## src/rtl/bmt_pkg.sv

```systemverilog
// ----------------------------------------------------------------------------
// bmt_pkg: shared definitions for the breakpoint match table
// Field widths, op codes, the no-line marker and the default store depths.
// ----------------------------------------------------------------------------
package bmt_pkg;

    localparam int OP_W   = 3;
    localparam int MOD_W  = 8;
    localparam int LINE_W = 21;

    // op codes
    localparam logic [OP_W-1:0] OP_HIT_CHECK = 3'd0;
    localparam logic [OP_W-1:0] OP_SET_PERS  = 3'd1;
    localparam logic [OP_W-1:0] OP_SET_ONCE  = 3'd2;
    localparam logic [OP_W-1:0] OP_DEL_PERS  = 3'd3;
    localparam logic [OP_W-1:0] OP_CLEAR_ALL = 3'd4;

    // line number -1: no line
    localparam logic signed [LINE_W-1:0] LINE_NONE = '1;

    localparam int PERSISTENT_DEPTH_DEF = 16;
    localparam int ONESHOT_DEPTH_DEF    = 8;

endpackage

```

## src/rtl/bmt_req_if.sv

```systemverilog
// ----------------------------------------------------------------------------
// bmt_req_if: request channel of the breakpoint match table
// Valid/ready handshake carrying one op with its key and enable flag.
// ----------------------------------------------------------------------------
interface bmt_req_if;

    logic                                    valid;
    logic                                    ready;
    logic        [bmt_pkg::OP_W-1:0]         op;
    logic        [bmt_pkg::MOD_W-1:0]        module_id;
    logic signed [bmt_pkg::LINE_W-1:0]       line_no;
    logic                                    enable_flag;

    modport source (output valid, output op, output module_id, output line_no,
                    output enable_flag, input ready);
    modport sink   (input valid, input op, input module_id, input line_no,
                    input enable_flag, output ready);

endinterface

```

## src/rtl/bmt_rsp_if.sv

```systemverilog
// ----------------------------------------------------------------------------
// bmt_rsp_if: response channel of the breakpoint match table
// Valid/ready handshake carrying the hit flag and the insert status.
// ----------------------------------------------------------------------------
interface bmt_rsp_if;

    logic valid;
    logic ready;
    logic hit;
    logic status;

    modport source (output valid, output hit, output status, input ready);
    modport sink   (input valid, input hit, input status, output ready);

endinterface

```

## src/rtl/breakpoint_match_table.sv

```systemverilog
// ----------------------------------------------------------------------------
// breakpoint_match_table: associative breakpoint table keyed by (module, line)
// Persistent entries with an enabled flag plus one-shot entries, all held in
// flip-flops and compared in parallel.
// ----------------------------------------------------------------------------
// Usage:
//   req  - one transfer per op: hit check, set persistent, set one-shot,
//          remove persistent, clear all. Key is (module_id, line_no).
//   rsp  - exactly one transfer per request: hit and status (status = 1
//          when an insert found its store full and was dropped).
// Pipeline: a request is taken into the input register and decoded from it;
//   the table updates and the response is loaded into the output register
//   at the same edge.
// Throughput: one request per cycle while responses are taken. Every entry
//   of both stores is compared against the key in the same cycle, so the
//   next request sees the table as this one left it.
// Reset: all valid bits cleared, both channels empty. Clear all does the
//   same to the stores.
// Stall: while rsp.ready is low the result holds in the output register;
//   one more request may sit in the input register, then req.ready drops.
// ----------------------------------------------------------------------------
module breakpoint_match_table #(
    parameter int PERSISTENT_DEPTH = bmt_pkg::PERSISTENT_DEPTH_DEF,
    parameter int ONESHOT_DEPTH    = bmt_pkg::ONESHOT_DEPTH_DEF
) (
    input  logic      clk,
    input  logic      rst_n,
    bmt_req_if.sink   req,
    bmt_rsp_if.source rsp
);

    localparam int PD = PERSISTENT_DEPTH;
    localparam int OD = ONESHOT_DEPTH;

    // input register
    logic                               in_valid_reg;
    logic [bmt_pkg::OP_W-1:0]           op_reg;
    logic [bmt_pkg::MOD_W-1:0]          mod_reg;
    logic signed [bmt_pkg::LINE_W-1:0]  line_reg;
    logic                               en_reg;

    // output register
    logic out_valid_reg, out_valid_next;
    logic hit_reg, hit_next;
    logic status_reg, status_next;

    // persistent store
    logic [PD-1:0]                      p_valid_reg, p_valid_next;
    logic [PD-1:0]                      p_en_reg, p_en_next;
    logic [bmt_pkg::MOD_W-1:0]          p_mod_reg  [PD];
    logic signed [bmt_pkg::LINE_W-1:0]  p_line_reg [PD];

    // one-shot store
    logic [OD-1:0]                      o_valid_reg, o_valid_next;
    logic [bmt_pkg::MOD_W-1:0]          o_mod_reg  [OD];
    logic signed [bmt_pkg::LINE_W-1:0]  o_line_reg [OD];

    logic advance, fire;
    logic [PD-1:0] p_match, p_free, p_first, p_alloc, p_clr, p_wr;
    logic [OD-1:0] o_match, o_free, o_first, o_alloc, o_clr;
    logic          clear_all;

    // Handshake: input register drains whenever the output register can load.
    assign advance   = !out_valid_reg || rsp.ready;
    assign fire      = in_valid_reg && advance;
    assign req.ready = !in_valid_reg || advance;

    // Parallel key compare; each store holds a key at most once, so the
    // match vectors are one-hot or zero.
    always_comb
    begin
        for (int i = 0; i < PD; i++)
        begin
            p_match[i] = p_valid_reg[i] && (p_mod_reg[i] == mod_reg)
                         && (p_line_reg[i] == line_reg);
        end
        for (int j = 0; j < OD; j++)
        begin
            o_match[j] = o_valid_reg[j] && (o_mod_reg[j] == mod_reg)
                         && (o_line_reg[j] == line_reg);
        end
    end

    // lowest free slot, isolated as a one-hot vector
    assign p_free  = ~p_valid_reg;
    assign p_first = p_free & (~p_free + PD'(1));
    assign o_free  = ~o_valid_reg;
    assign o_first = o_free & (~o_free + OD'(1));

    // op decode
    always_comb
    begin
        hit_next    = 1'b0;
        status_next = 1'b0;
        p_alloc     = '0;
        p_clr       = '0;
        p_wr        = '0;
        o_alloc     = '0;
        o_clr       = '0;
        clear_all   = 1'b0;
        case (op_reg)
            bmt_pkg::OP_HIT_CHECK:
            begin
                if (line_reg != bmt_pkg::LINE_NONE)
                begin
                    if (|o_match)
                    begin
                        // one-shot wins and is consumed
                        hit_next = 1'b1;
                        o_clr    = o_match;
                    end
                    else
                    begin
                        hit_next = |(p_match & p_en_reg);
                    end
                end
            end
            bmt_pkg::OP_SET_PERS:
            begin
                if (|p_match)
                begin
                    p_wr = p_match;
                end
                else if (|p_free)
                begin
                    p_alloc = p_first;
                    p_wr    = p_first;
                end
                else
                begin
                    status_next = 1'b1;
                end
            end
            bmt_pkg::OP_SET_ONCE:
            begin
                if (!(|o_match))
                begin
                    if (|o_free)
                    begin
                        o_alloc = o_first;
                    end
                    else
                    begin
                        status_next = 1'b1;
                    end
                end
            end
            bmt_pkg::OP_DEL_PERS:
            begin
                p_clr = p_match;
            end
            bmt_pkg::OP_CLEAR_ALL:
            begin
                clear_all = 1'b1;
            end
            default:
            begin
                // unused codes: no effect
            end
        endcase
    end

    // store next state
    always_comb
    begin
        p_valid_next = p_valid_reg;
        p_en_next    = p_en_reg;
        o_valid_next = o_valid_reg;
        if (fire)
        begin
            if (clear_all)
            begin
                p_valid_next = '0;
                o_valid_next = '0;
            end
            else
            begin
                p_valid_next = (p_valid_reg & ~p_clr) | p_alloc;
                p_en_next    = (p_en_reg & ~p_wr) | (p_wr & {PD{en_reg}});
                o_valid_next = (o_valid_reg & ~o_clr) | o_alloc;
            end
        end
    end

    assign out_valid_next = fire || (out_valid_reg && !rsp.ready);

    // control state
    always_ff @(posedge clk or negedge rst_n)
    begin
        if (!rst_n)
        begin
            in_valid_reg  <= 1'b0;
            out_valid_reg <= 1'b0;
            p_valid_reg   <= '0;
            o_valid_reg   <= '0;
        end
        else
        begin
            if (req.ready)
            begin
                in_valid_reg <= req.valid;
            end
            out_valid_reg <= out_valid_next;
            p_valid_reg   <= p_valid_next;
            o_valid_reg   <= o_valid_next;
        end
    end

    // payload registers
    always_ff @(posedge clk)
    begin
        if (req.valid && req.ready)
        begin
            op_reg   <= req.op;
            mod_reg  <= req.module_id;
            line_reg <= req.line_no;
            en_reg   <= req.enable_flag;
        end
        if (fire)
        begin
            hit_reg    <= hit_next;
            status_reg <= status_next;
        end
        p_en_reg <= p_en_next;
        for (int i = 0; i < PD; i++)
        begin
            if (fire && p_alloc[i])
            begin
                p_mod_reg[i]  <= mod_reg;
                p_line_reg[i] <= line_reg;
            end
        end
        for (int j = 0; j < OD; j++)
        begin
            if (fire && o_alloc[j])
            begin
                o_mod_reg[j]  <= mod_reg;
                o_line_reg[j] <= line_reg;
            end
        end
    end

    assign rsp.valid  = out_valid_reg;
    assign rsp.hit    = hit_reg;
    assign rsp.status = status_reg;

endmodule
```

## src/flat_wrapper.sv

```systemverilog
// flat-port wrapper written by rule: the top's interface ports become plain ports
module breakpoint_match_table_flat 
#(
    parameter int PERSISTENT_DEPTH = bmt_pkg::PERSISTENT_DEPTH_DEF,
    parameter int ONESHOT_DEPTH    = bmt_pkg::ONESHOT_DEPTH_DEF
)
  (clk, rst_n, req_valid, req_op, req_module_id, req_line_no, req_enable_flag, req_ready, rsp_valid, rsp_hit, rsp_status, rsp_ready);
  bmt_req_if req_i ();
  bmt_rsp_if rsp_i ();
  input  logic clk;
  input  logic rst_n;
  input wire logic [$bits(req_i.valid)-1:0] req_valid;
  input wire logic [$bits(req_i.op)-1:0] req_op;
  input wire logic [$bits(req_i.module_id)-1:0] req_module_id;
  input wire logic [$bits(req_i.line_no)-1:0] req_line_no;
  input wire logic [$bits(req_i.enable_flag)-1:0] req_enable_flag;
  output wire logic [$bits(req_i.ready)-1:0] req_ready;
  output wire logic [$bits(rsp_i.valid)-1:0] rsp_valid;
  output wire logic [$bits(rsp_i.hit)-1:0] rsp_hit;
  output wire logic [$bits(rsp_i.status)-1:0] rsp_status;
  input wire logic [$bits(rsp_i.ready)-1:0] rsp_ready;
  assign req_i.valid = req_valid;
  assign req_i.op = req_op;
  assign req_i.module_id = req_module_id;
  assign req_i.line_no = req_line_no;
  assign req_i.enable_flag = req_enable_flag;
  assign req_ready = req_i.ready;
  assign rsp_valid = rsp_i.valid;
  assign rsp_hit = rsp_i.hit;
  assign rsp_status = rsp_i.status;
  assign rsp_i.ready = rsp_ready;
  breakpoint_match_table #(.PERSISTENT_DEPTH(PERSISTENT_DEPTH), .ONESHOT_DEPTH(ONESHOT_DEPTH)) u_core (.clk(clk), .rst_n(rst_n), .req(req_i), .rsp(rsp_i));
endmodule
```

## config.mk

```make
export PLATFORM = sky130hd
export DESIGN_NAME = breakpoint_match_table_flat
export DESIGN_NICKNAME = d
export VERILOG_FILES = /design/src/rtl/bmt_pkg.sv /design/src/rtl/bmt_req_if.sv /design/src/rtl/bmt_rsp_if.sv /design/src/rtl/breakpoint_match_table.sv /design/src/flat_wrapper.sv
export SDC_FILE = /design/constraint.sdc
export NUM_CORES = 1
export LEC_CHECK = 0
export ABC_AREA = 0
export BUFFER_PORTS_ARGS = -buffer_cell sky130_fd_sc_hd__buf_4
export CELL_PAD_IN_SITES_DETAIL_PLACEMENT = 0
export CELL_PAD_IN_SITES_GLOBAL_PLACEMENT = 1
export CORE_UTILIZATION = 58
export DETAILED_ROUTE_END_ITERATION = 12
export HOLD_SLACK_MARGIN = 0.08
export PLACE_DENSITY = 0.84
export SLEW_MARGIN = 5
export SYNTH_ARGS = -nofsm -noshare
export SYNTH_HDL_FRONTEND = slang
export SYNTH_SLANG_ARGS = --single-unit
```

## constraint.sdc

```tcl
create_clock -name clk -period 15.6 [get_ports clk]
set_clock_uncertainty 0.05 [all_clocks]
set_input_delay 1.56 -clock clk [delete_from_list [all_inputs] [get_ports clk]]
set_output_delay 1.56 -clock clk [all_outputs]
set_load 0.03 [all_outputs]
```

Yosys cells after proc, flatten, opt, wreduce, memory -nomap -nowiden

Memories as Yosys holds them, arrays and structs flattened.
Cells that the tools add are included.

Register bits after elaboration: 77
Memory bits (writable): 696
Input bits: 37
Output and inout port bits: 4
Word-level logic and storage cells: 422
Memories: 4

Memories:

| memory            | depth | bits a word | read ports | clocked after Yosys merged registers in | wr ports | line                         | RTL |
|---|---|---|---|---|---|---|---|
| u_core.p_line_reg | 16    | 21          | 16         | 0                                       | 1        | breakpoint_match_table.sv:51 | `logic signed [bmt_pkg::LINE_W-1:0] p_line_reg [PD];` |
| u_core.o_line_reg | 8     | 21          | 8          | 0                                       | 1        | breakpoint_match_table.sv:56 | `logic signed [bmt_pkg::LINE_W-1:0] o_line_reg [OD];` |
| u_core.p_mod_reg  | 16    | 8           | 16         | 0                                       | 1        | breakpoint_match_table.sv:50 | `logic [bmt_pkg::MOD_W-1:0] p_mod_reg [PD];` |
| u_core.o_mod_reg  | 8     | 8           | 8          | 0                                       | 1        | breakpoint_match_table.sv:55 | `logic [bmt_pkg::MOD_W-1:0] o_mod_reg [OD];` |

Add/subtract/negate cells: 2
Equal/unequal tests: 53
Multiplexer cells: 201
Bitwise logic cells: 18
Reductions and logical operators: 133

Operators by type and width:

| operator                                                                  | number |
|---|---|
| 21-bit equality test                                                      | 24 |
| 21-bit two-way mux                                                        | 22 |
| 21-bit OR reduction                                                       | 22 |
| 8-bit two-way mux                                                         | 29 |
| 8-bit equality test                                                       | 24 |
| 8-bit OR reduction                                                        | 24 |
| 4-bit two-way mux                                                         | 30 |
| 16-bit two-way mux                                                        | 7 |
| 1-bit two-way mux                                                         | 98 |
| 16-bit bitwise AND                                                        | 5 |
| 1-bit logical AND                                                         | 75 |
| 16-bit NOT                                                                | 4 |
| 16-bit OR reduction                                                       | 3 |
| 3-bit two-way mux                                                         | 14 |
| 16-bit OR                                                                 | 2 |
| 8-bit NOT                                                                 | 3 |
| 21-bit by 1-bit inequality test with 1-bit output (second input constant) | 1 |
| 16-bit by 1-bit adder with 16-bit output (second input constant)          | 1 |
| 8-bit bitwise AND                                                         | 2 |
| 8-bit by 1-bit adder with 8-bit output (second input constant)            | 1 |
| 8-bit OR                                                                  | 1 |
| 3-bit by 2-bit equality test with 1-bit output (second input constant)    | 2 |
| 2-bit AND reduction                                                       | 2 |
| 3-bit by 1-bit equality test with 1-bit output (second input constant)    | 1 |
| 6 further kinds                                                           | 10 |

Depth between registers and ports, before layout

Gate-level depths: netlist of the first run.

Depth in word-level cells: 26
Depth in mapped cells: 13
Mapped depth without buffers: 8

Least setup slack after synthesis of the first run

No wires, ideal clock.

Path kind: input to register
From: in rsp_ready
To: mem u_core.p_line_reg[3][0] in the netlist's numbering, enable pin
Library setup time: 0.451 ns
Arrival time: 4.480 ns
Required time: 15.099 ns
Slack: 10.619 ns
Stages on the path: 7
Path buffers: 3
Path through: nand2b_1 > and3_1 > clkbuf_1 > nand3_2 > buf_6 > buf_6 > nor3_1

Word-level cells in the longest chain between the ends: 21
Elaborated cells on any way between the ends: 95
Those cells by class: mux: 62; reduce/logical: 33

RTL lines:

| element                                                                                       | line                          | RTL |
|---|---|---|
| from (decl)                                                                                   | flat_wrapper.sv:21            | `input wire logic [$bits(rsp_i.ready)-1:0] rsp_ready;` |
| 1-bit logical OR (*)                                                                          | breakpoint_match_table.sv:64  | `assign advance = !out_valid_reg \|\| rsp.ready;` |
| 1-bit logical AND (*)                                                                         | breakpoint_match_table.sv:65  | `assign fire = in_valid_reg && advance;` |
| 1-bit logical AND                                                                             | breakpoint_match_table.sv:227 | `if (fire && p_alloc[i])` |
| 1-bit two-way mux                                                                             | breakpoint_match_table.sv:227 |  |
| 1-bit two-way mux (implied by the code)                                                       | breakpoint_match_table.sv:230 | `p_line_reg[i] <= line_reg;` |
| 21-bit OR reduction (no source line)                                                          | -                             |  |
| 4-bit two-way mux (no source line) / 1-bit two-way mux (equally long branches) (15 in series) | -                             |  |
| to (decl)                                                                                     | breakpoint_match_table.sv:51  |  |

Every way passes the cells marked *; elsewhere a longest branch is shown, timed or not.

Final worst setup path of the first run

From: reg u_core.line_reg[6] in the netlist's numbering
To: mem u_core.p_line_reg[4][1] in the netlist's numbering, enable pin

Word-level cells in the longest chain between the ends: 24
Elaborated cells on any way between the ends: 128
Those cells by class: eq/ne: 16; mux: 64; reduce/logical: 48

RTL lines:

| element                                                                                       | line                          | RTL |
|---|---|---|
| from (decl)                                                                                   | breakpoint_match_table.sv:39  | `logic signed [bmt_pkg::LINE_W-1:0] line_reg;` |
| from (signal assigned)                                                                        | breakpoint_match_table.sv:216 | `line_reg <= req.line_no;` |
| 21-bit equality test                                                                          | breakpoint_match_table.sv:75  | `&& (p_line_reg[i] == line_reg);` |
| 1-bit logical AND                                                                             | breakpoint_match_table.sv:75  |  |
| 16-bit OR reduction (*)                                                                       | breakpoint_match_table.sv:120 | `if (\|p_match)` |
| 16-bit two-way mux (*)                                                                        | breakpoint_match_table.sv:120 |  |
| 16-bit two-way mux (*)                                                                        | breakpoint_match_table.sv:101 | `case (op_reg)` |
| 1-bit logical AND                                                                             | breakpoint_match_table.sv:227 |  |
| 1-bit two-way mux                                                                             | breakpoint_match_table.sv:227 |  |
| 1-bit two-way mux (implied by the code)                                                       | breakpoint_match_table.sv:230 |  |
| 21-bit OR reduction (no source line)                                                          | -                             |  |
| 4-bit two-way mux (no source line) / 1-bit two-way mux (equally long branches) (15 in series) | -                             |  |

Marked as above.

==> flow_metrics.env, run 1 <==
export IMPL_status="completed"
export IMPL_power_density_mw_per_mm2=119
export IMPL_grt_setup_unrepaired="no"
export IMPL_first_pass_iters=5
export IMPL_pwr_share_seq_pct=53.2
export IMPL_max_freq_mhz=200
export IMPL_fp_dieH_um=240
export IMPL_cp_slowest_cell="edfxtp_1"
export IMPL_grt_max_degree=50
export IMPL_startpoint_type="flip-flop"
export IMPL_combPwrFrac_pct=5.8
export IMPL_root_buffer="clkbuf_16"
export IMPL_p_int_mw=3.40
export IMPL_min_path_type="reg2reg"
export IMPL_syn_area_mm2=0.0328
export IMPL_p_sw_share_pct=21.6
export IMPL_syn_num_nets=2079
export IMPL_crit_fanout=33
export IMPL_die_area_mm2=0.0575
export IMPL_grt_busiest_layer="met2"
export IMPL_setup_violations=0
export IMPL_maxCapViolCount=0
export IMPL_vias=17600
export IMPL_clk_path_buf_depth=3
export IMPL_drive_above_1_share_pct=11.4
export IMPL_grt_pass1_vias=17800
export IMPL_synth_edf_count=747
export IMPL_avgSynthCellArea_um2=16.0
export IMPL_htreeDepth=3
export IMPL_synthCells=2042
export IMPL_drt_iter0_markers=1926
export IMPL_routed_wl_mm=74.2
export IMPL_grt_overflow=0
export IMPL_ir_drop_uv=102
export IMPL_cts_tree="done"
export IMPL_maxSlewViolCount=0
export IMPL_fin_crit_sh_pct=32.0
export IMPL_synth_flop_cell="edfxtp_1"
export IMPL_crit_top_cell="buf_4"
export IMPL_crit_required_ns=15.82
export IMPL_worstSkewPairLatency_ns=0.62
export IMPL_cts_num_sinks=773
export IMPL_synth_seq_cells=773
export IMPL_switchingPower_mw=0.938
export IMPL_use_met2_pct=42.5
export IMPL_dp_slack_ns=10.69
export IMPL_worstSetupEndpointType="flip-flop"
export IMPL_period_needed_ns=4.99
export IMPL_post_dp_hpwl_mm=41.2
export IMPL_crit_buf_inv=3
export IMPL_hold_viol_final=0
export IMPL_core_area_mm2=0.0554
export IMPL_largest_register_ffs=336
export IMPL_power_leakage_nw=11.6
export IMPL_wl_per_cell_um=25.2
export IMPL_final_nets=2172
export IMPL_crit_family="simple AND/OR/NAND/NOR gates"
export IMPL_numCtsBuffers=77
export IMPL_ctsHoldBuffers=0
export IMPL_yosysSeqAreaShare_pct=70.4
export IMPL_drc=0
export IMPL_slew_headroom_pct=34.1
export IMPL_antenna_left=0
export IMPL_die_w_um=240
export IMPL_track_usage_pct=26.7
export IMPL_synthArstFlopShare_pct=3.36
export IMPL_routabilityCongestion=0.864
export IMPL_ys_types=42
export IMPL_pin_count=41
export IMPL_setup_ws_ns=10.61
export IMPL_cp_cell_sequence="buf_4, xor2_1, nor4_1, and3_1, nand4_1, nand4_1, nor4_2, nand3_2, buf_4, nor3_2, buf_4"
export IMPL_postCtsSetupRepairBufs=0
export IMPL_cpPeakStageDelay_ns=0.96
export IMPL_clkPwrFrac_pct=41.0
export IMPL_tns_ns=0
export IMPL_clk_pin_slew_ns=0.06
export IMPL_ys_warn_count=0
export IMPL_arrival_ns=5.21
export IMPL_grt_pass1_wl_mm=111
export IMPL_n_antenna_cell=0
export IMPL_via_per_inst=5.97
export IMPL_antenna_found_initial=2
export IMPL_gr_usage_met1_pct=38.1
export IMPL_area_delta_synth_final_pct=10.8
export IMPL_fillers=3809
export IMPL_rows=86
export IMPL_worst_slew_pin_slew_ns=0.988
export IMPL_start_util_pct=59.1
export IMPL_critPathKind="reg2reg"
export IMPL_grt_use_met3_pct=3.76
export IMPL_postCtsResizedCells=0
export IMPL_port_buffers=40
path summary, 6_finish.rpt:
check	startpoint	endpoint	slack [ns]	cells after the start
setup reg to reg	u_core.line_reg[6]	u_core.p_line_reg[4][1]	10.61	11
min in group asynchronous	rst_n	u_core.p_valid_reg[7]	0.84	1
max in group asynchronous	rst_n	u_core.o_valid_reg[7]	14.32	1
setup / recovery	u_core.line_reg[6]	u_core.p_line_reg[4][1]	10.61	11
hold / removal	u_core.in_valid_reg	u_core.rsp.valid	0.46	1
hold reg to reg	u_core.in_valid_reg	u_core.rsp.valid	0.46	1
Yosys cell counts (17+ instances only):
cell | number | area share (%)
dfrtp_1 | 26 | 2.0
xor2_1 | 386 | 10
buf_2 | 26 | 0.40
nor2_1 | 25 | 0.29
nand3_1 | 28 | 0.43
buf_4 | 35 | 0.80
edfxtp_1 | 747 | 68
nand2_1 | 36 | 0.41
o21ai_0 | 34 | 0.52
nor4_1 | 110 | 2.1
nand4_1 | 102 | 1.9
xnor2_1 | 306 | 8.2
buf_6 | 32 | 1.1
a21oi_1 | 17 | 0.26
nor3_1 | 20 | 0.31
kinds of logic after synthesis:
kind of cell / synth area share (%)
xor gates and xnor gates: 18.5
AOI/OAI and AO/OA: 1.91
and+or+nand+nor: 6.66
buffers and inverters: 2.49
DFF: 70.4
final cells by class:
type	instances	area [µm²]	share of cell area, %
Clock buffer	101	2090	5.76
Inverter	9	33.8	0.0930
Sequential cell	773	23100	63.6
Multi-Input combinational cell	1159	8970	24.7
Clock inverter	39	334	0.920
Timing Repair Buffer	115	863	2.38
Tap cell	748	936	2.58
power groups by stage:
stage / registers (mW) / clock network, mW / logic (mW)
after global routing: 2.31 / 1.88 / 0.270
after global placement: 2.35 / 0 / 0.245
after floorplan: 2.36 / 0 / 0.155
after CTS: 2.31 / 1.81 / 0.254
after detailed placement: 2.35 / 0 / 0.252
final: 2.31 / 1.78 / 0.253
per-layer routing:
metal	share of wire, %	up-vias
met5	0	-
met4	2.3	0
met3	7.1	116
met2	48	714
met1	43	9006
li1	-	7737
through the flow:
stage / total power [mW] / util [%] / hold WS, ns / cells / cell area [µm²]
2_1_floorplan: 2.51 / - / 0.421 / 2042 / 32800
6_report: 4.34 / 65.5 / 0.462 / 2944 / 36300
5_1_grt: 4.46 / 65.5 / 0.502 / 2944 / 36300
3_5_place_dp: 2.60 / 61.1 / 0.444 / 2804 / 33900
3_3_place_gp: 2.59 / 61.1 / 0.437 / 2804 / 33900
4_1_cts: 4.37 / 65.5 / 0.457 / 2944 / 36300
cell usage in the layout, fill, tap and decap left out, types with 26 or more instances in the layout:
| cell | synthesis | final |
|---|---|---|
| o21ai_0 | 34 | 34 |
| nand4_1 | 102 | 102 |
| xor2_1 | 386 | 386 |
| nand2_1 | 36 | 36 |
| xnor2_1 | 306 | 306 |
| buf_4 | 35 | 115 |
| nand3_1 | 28 | 28 |
| dfrtp_1 | 26 | 26 |
| clkbuf_16 | 0 | 80 |
| nor4_1 | 110 | 110 |
| edfxtp_1 | 747 | 747 |
Note: power is estimated with default switching activity, not from simulation.
==> inputs of run 2 (changes only) <==
--- a/config.mk
+++ b/config.mk
@@ -9,10 +9,10 @@
 export BUFFER_PORTS_ARGS = -buffer_cell sky130_fd_sc_hd__buf_4
 export CELL_PAD_IN_SITES_DETAIL_PLACEMENT = 0
 export CELL_PAD_IN_SITES_GLOBAL_PLACEMENT = 1
-export CORE_UTILIZATION = 58
+export CORE_UTILIZATION = 54
 export DETAILED_ROUTE_END_ITERATION = 12
 export HOLD_SLACK_MARGIN = 0.08
-export PLACE_DENSITY = 0.84
+export PLACE_DENSITY = 0.79
 export SLEW_MARGIN = 5
 export SYNTH_ARGS = -nofsm -noshare
 export SYNTH_HDL_FRONTEND = slang
==> constraint.sdc (replaced) <==
create_clock -name clk -period 4.7 [get_ports clk]
set_clock_uncertainty 0.05 [all_clocks]
set_input_delay 0.47 -clock clk [delete_from_list [all_inputs] [get_ports clk]]
set_output_delay 0.47 -clock clk [all_outputs]
set_load 0.03 [all_outputs]
==> flow_metrics.env, run 2 (synthesized netlist as in run 1, its figures left out) <==
export IMPL_pin_count=41
export IMPL_final_cells=3026
export IMPL_layout_common_cells="747 x edfxtp_1, 386 x xor2_1, 306 x xnor2_1"
export IMPL_post_dp_hpwl_mm=42.8
export IMPL_die_area_mm2=0.0617
export IMPL_clk_pin_slew_ns=0.06
export IMPL_port_buffers=40
export IMPL_stdcell_area_mm2=0.0372
export IMPL_worstSetupEndpointType="flip-flop"
export IMPL_place_area_mm2=0.0344
export IMPL_drive_above_1_share_pct=12.2
export IMPL_antenna_found_initial=1
export IMPL_maxSlewViolCount=0
export IMPL_worst_slew_pin_slew_ns=1.11
export IMPL_arrival_ns=4.13
export IMPL_ctsHoldBuffers=35
export IMPL_placed_cells=2851
export IMPL_die_w_um=248
export IMPL_min_path_type="in2reg"
export IMPL_cts_num_sinks=773
export IMPL_fillers=4309
export IMPL_power_leakage_nw=12.0
export IMPL_crit_required_ns=4.97
export IMPL_core_area_mm2=0.0595
export IMPL_first_pass_iters=5
export IMPL_wl_per_cell_um=25.3
export IMPL_fp_dieH_um=248
export IMPL_critPathKind="reg2reg"
export IMPL_routabilityCongestion=0.847
export IMPL_postCtsResizedCells=0
export IMPL_status="completed"
export IMPL_slew_headroom_pct=26.0
export IMPL_cts_tree="done"
export IMPL_grt_setup_unrepaired="no"
export IMPL_vias=17600
export IMPL_clk_path_buf_depth=3
export IMPL_power_density_mw_per_mm2=389
export IMPL_start_util_pct=55.1
export IMPL_fin_total_pwr_mw=14.5
export IMPL_drc=0
export IMPL_period_needed_ns=3.86
export IMPL_area_delta_synth_final_pct=13.6
export IMPL_antenna_left=0
export IMPL_rows=89
export IMPL_via_per_inst=5.83
export IMPL_crit_fanout=29
export IMPL_whs_ns=0.142
export IMPL_grt_pass1_wl_mm=113
export IMPL_setup_violations=0
export IMPL_ir_drop_uv=354
export IMPL_postCtsSetupRepairBufs=0
export IMPL_startpoint_type="flip-flop"
export IMPL_track_usage_pct=25.3
export IMPL_drt_iter0_markers=1786
export IMPL_mostFrequentLayoutCell="edfxtp_1"
export IMPL_htreeDepth=3
export IMPL_maxCapViolCount=0
export IMPL_hold_viol_final=0
export IMPL_max_freq_mhz=259
export IMPL_final_nets=2230
export IMPL_routed_wl_mm=76.6
export IMPL_grt_pass1_vias=17600
export IMPL_grt_max_degree=51
export IMPL_fin_crit_sh_pct=82.2
export IMPL_numCtsBuffers=78
export IMPL_n_antenna_cell=0
export IMPL_root_buffer="clkbuf_16"
export IMPL_worstSkewPairLatency_ns=0.61
export IMPL_largest_register_ffs=336
export IMPL_grt_overflow=0
[run 2: power by group]
group          leakage [nW]  switching (mW)  internal, mW  total (mW)
logic                  3.73           0.579         0.330       0.909
clock network          1.17            2.53          3.34        5.87
registers              7.09          0.0667          7.61        7.68
[run 2: critical path: stages, from the launching register on]
cell,delay (ns)
edfxtp_1,0.61
buf_4,0.52
xor2_1,0.13
nor4_1,0.41
nand4_1,0.21
nor3_1,0.71
nor4_2,0.09
nand3_2,0.12
buf_4,0.33
nor3_2,0.08
buf_4,0.26
[run 2: cell type report]
type / instances / area (µm²) / area share, %
timing repair buffer: 172 / 1740 / 4.68
multi-input combinational: 1159 / 8970 / 24.1
inverter: 9 / 33.8 / 0.0908
clock inverter: 38 / 254 / 0.683
clock buffer: 102 / 2160 / 5.80
tap: 773 / 967 / 2.60
sequential: 773 / 23100 / 62.0
[run 2: metrics by stage]
stage / setup TNS, ns / setup WS (ns) / utilization [%]
floorplan: -67.19 / -0.232 / -
global route: 0 / 0.713 / 62.6
detailed placement: 0 / 0.974 / 57.9
finish: 0 / 0.838 / 62.6
global placement: 0 / 0.924 / 57.9
CTS: 0 / 0.932 / 62.6
[run 2: final timing paths]
check / from / end / slack (ns) / depth (start not counted)
max in group asynchronous: rst_n / u_core.o_valid_reg[0] / 3.92 / 2
min in group asynchronous: rst_n / u_core.rsp.valid / 0.30 / 2
worst max-delay path: u_core.mod_reg[1] / u_core.p_line_reg[1][14] / 0.84 / 10
worst max register to register: u_core.mod_reg[1] / u_core.p_line_reg[1][14] / 0.84 / 10
worst min register to register: u_core.line_reg[0] / u_core.p_line_reg[2][0] / 0.53 / 0
worst min-delay path: rsp_ready / u_core.in_valid_reg / 0.14 / 3
[run 2: per-layer routing]
| metal | wire (µm) | part of all wire, % | GRT usage [%] |
|---|---|---|---|
| met5 | 0 | 0 | 0 |
| met3 | 5080 | 6.6 | 4.04 |
| met1 | 33800 | 44 | 36.5 |
| met2 | 35800 | 47 | 39.6 |
| met4 | 1960 | 2.6 | 8.11 |
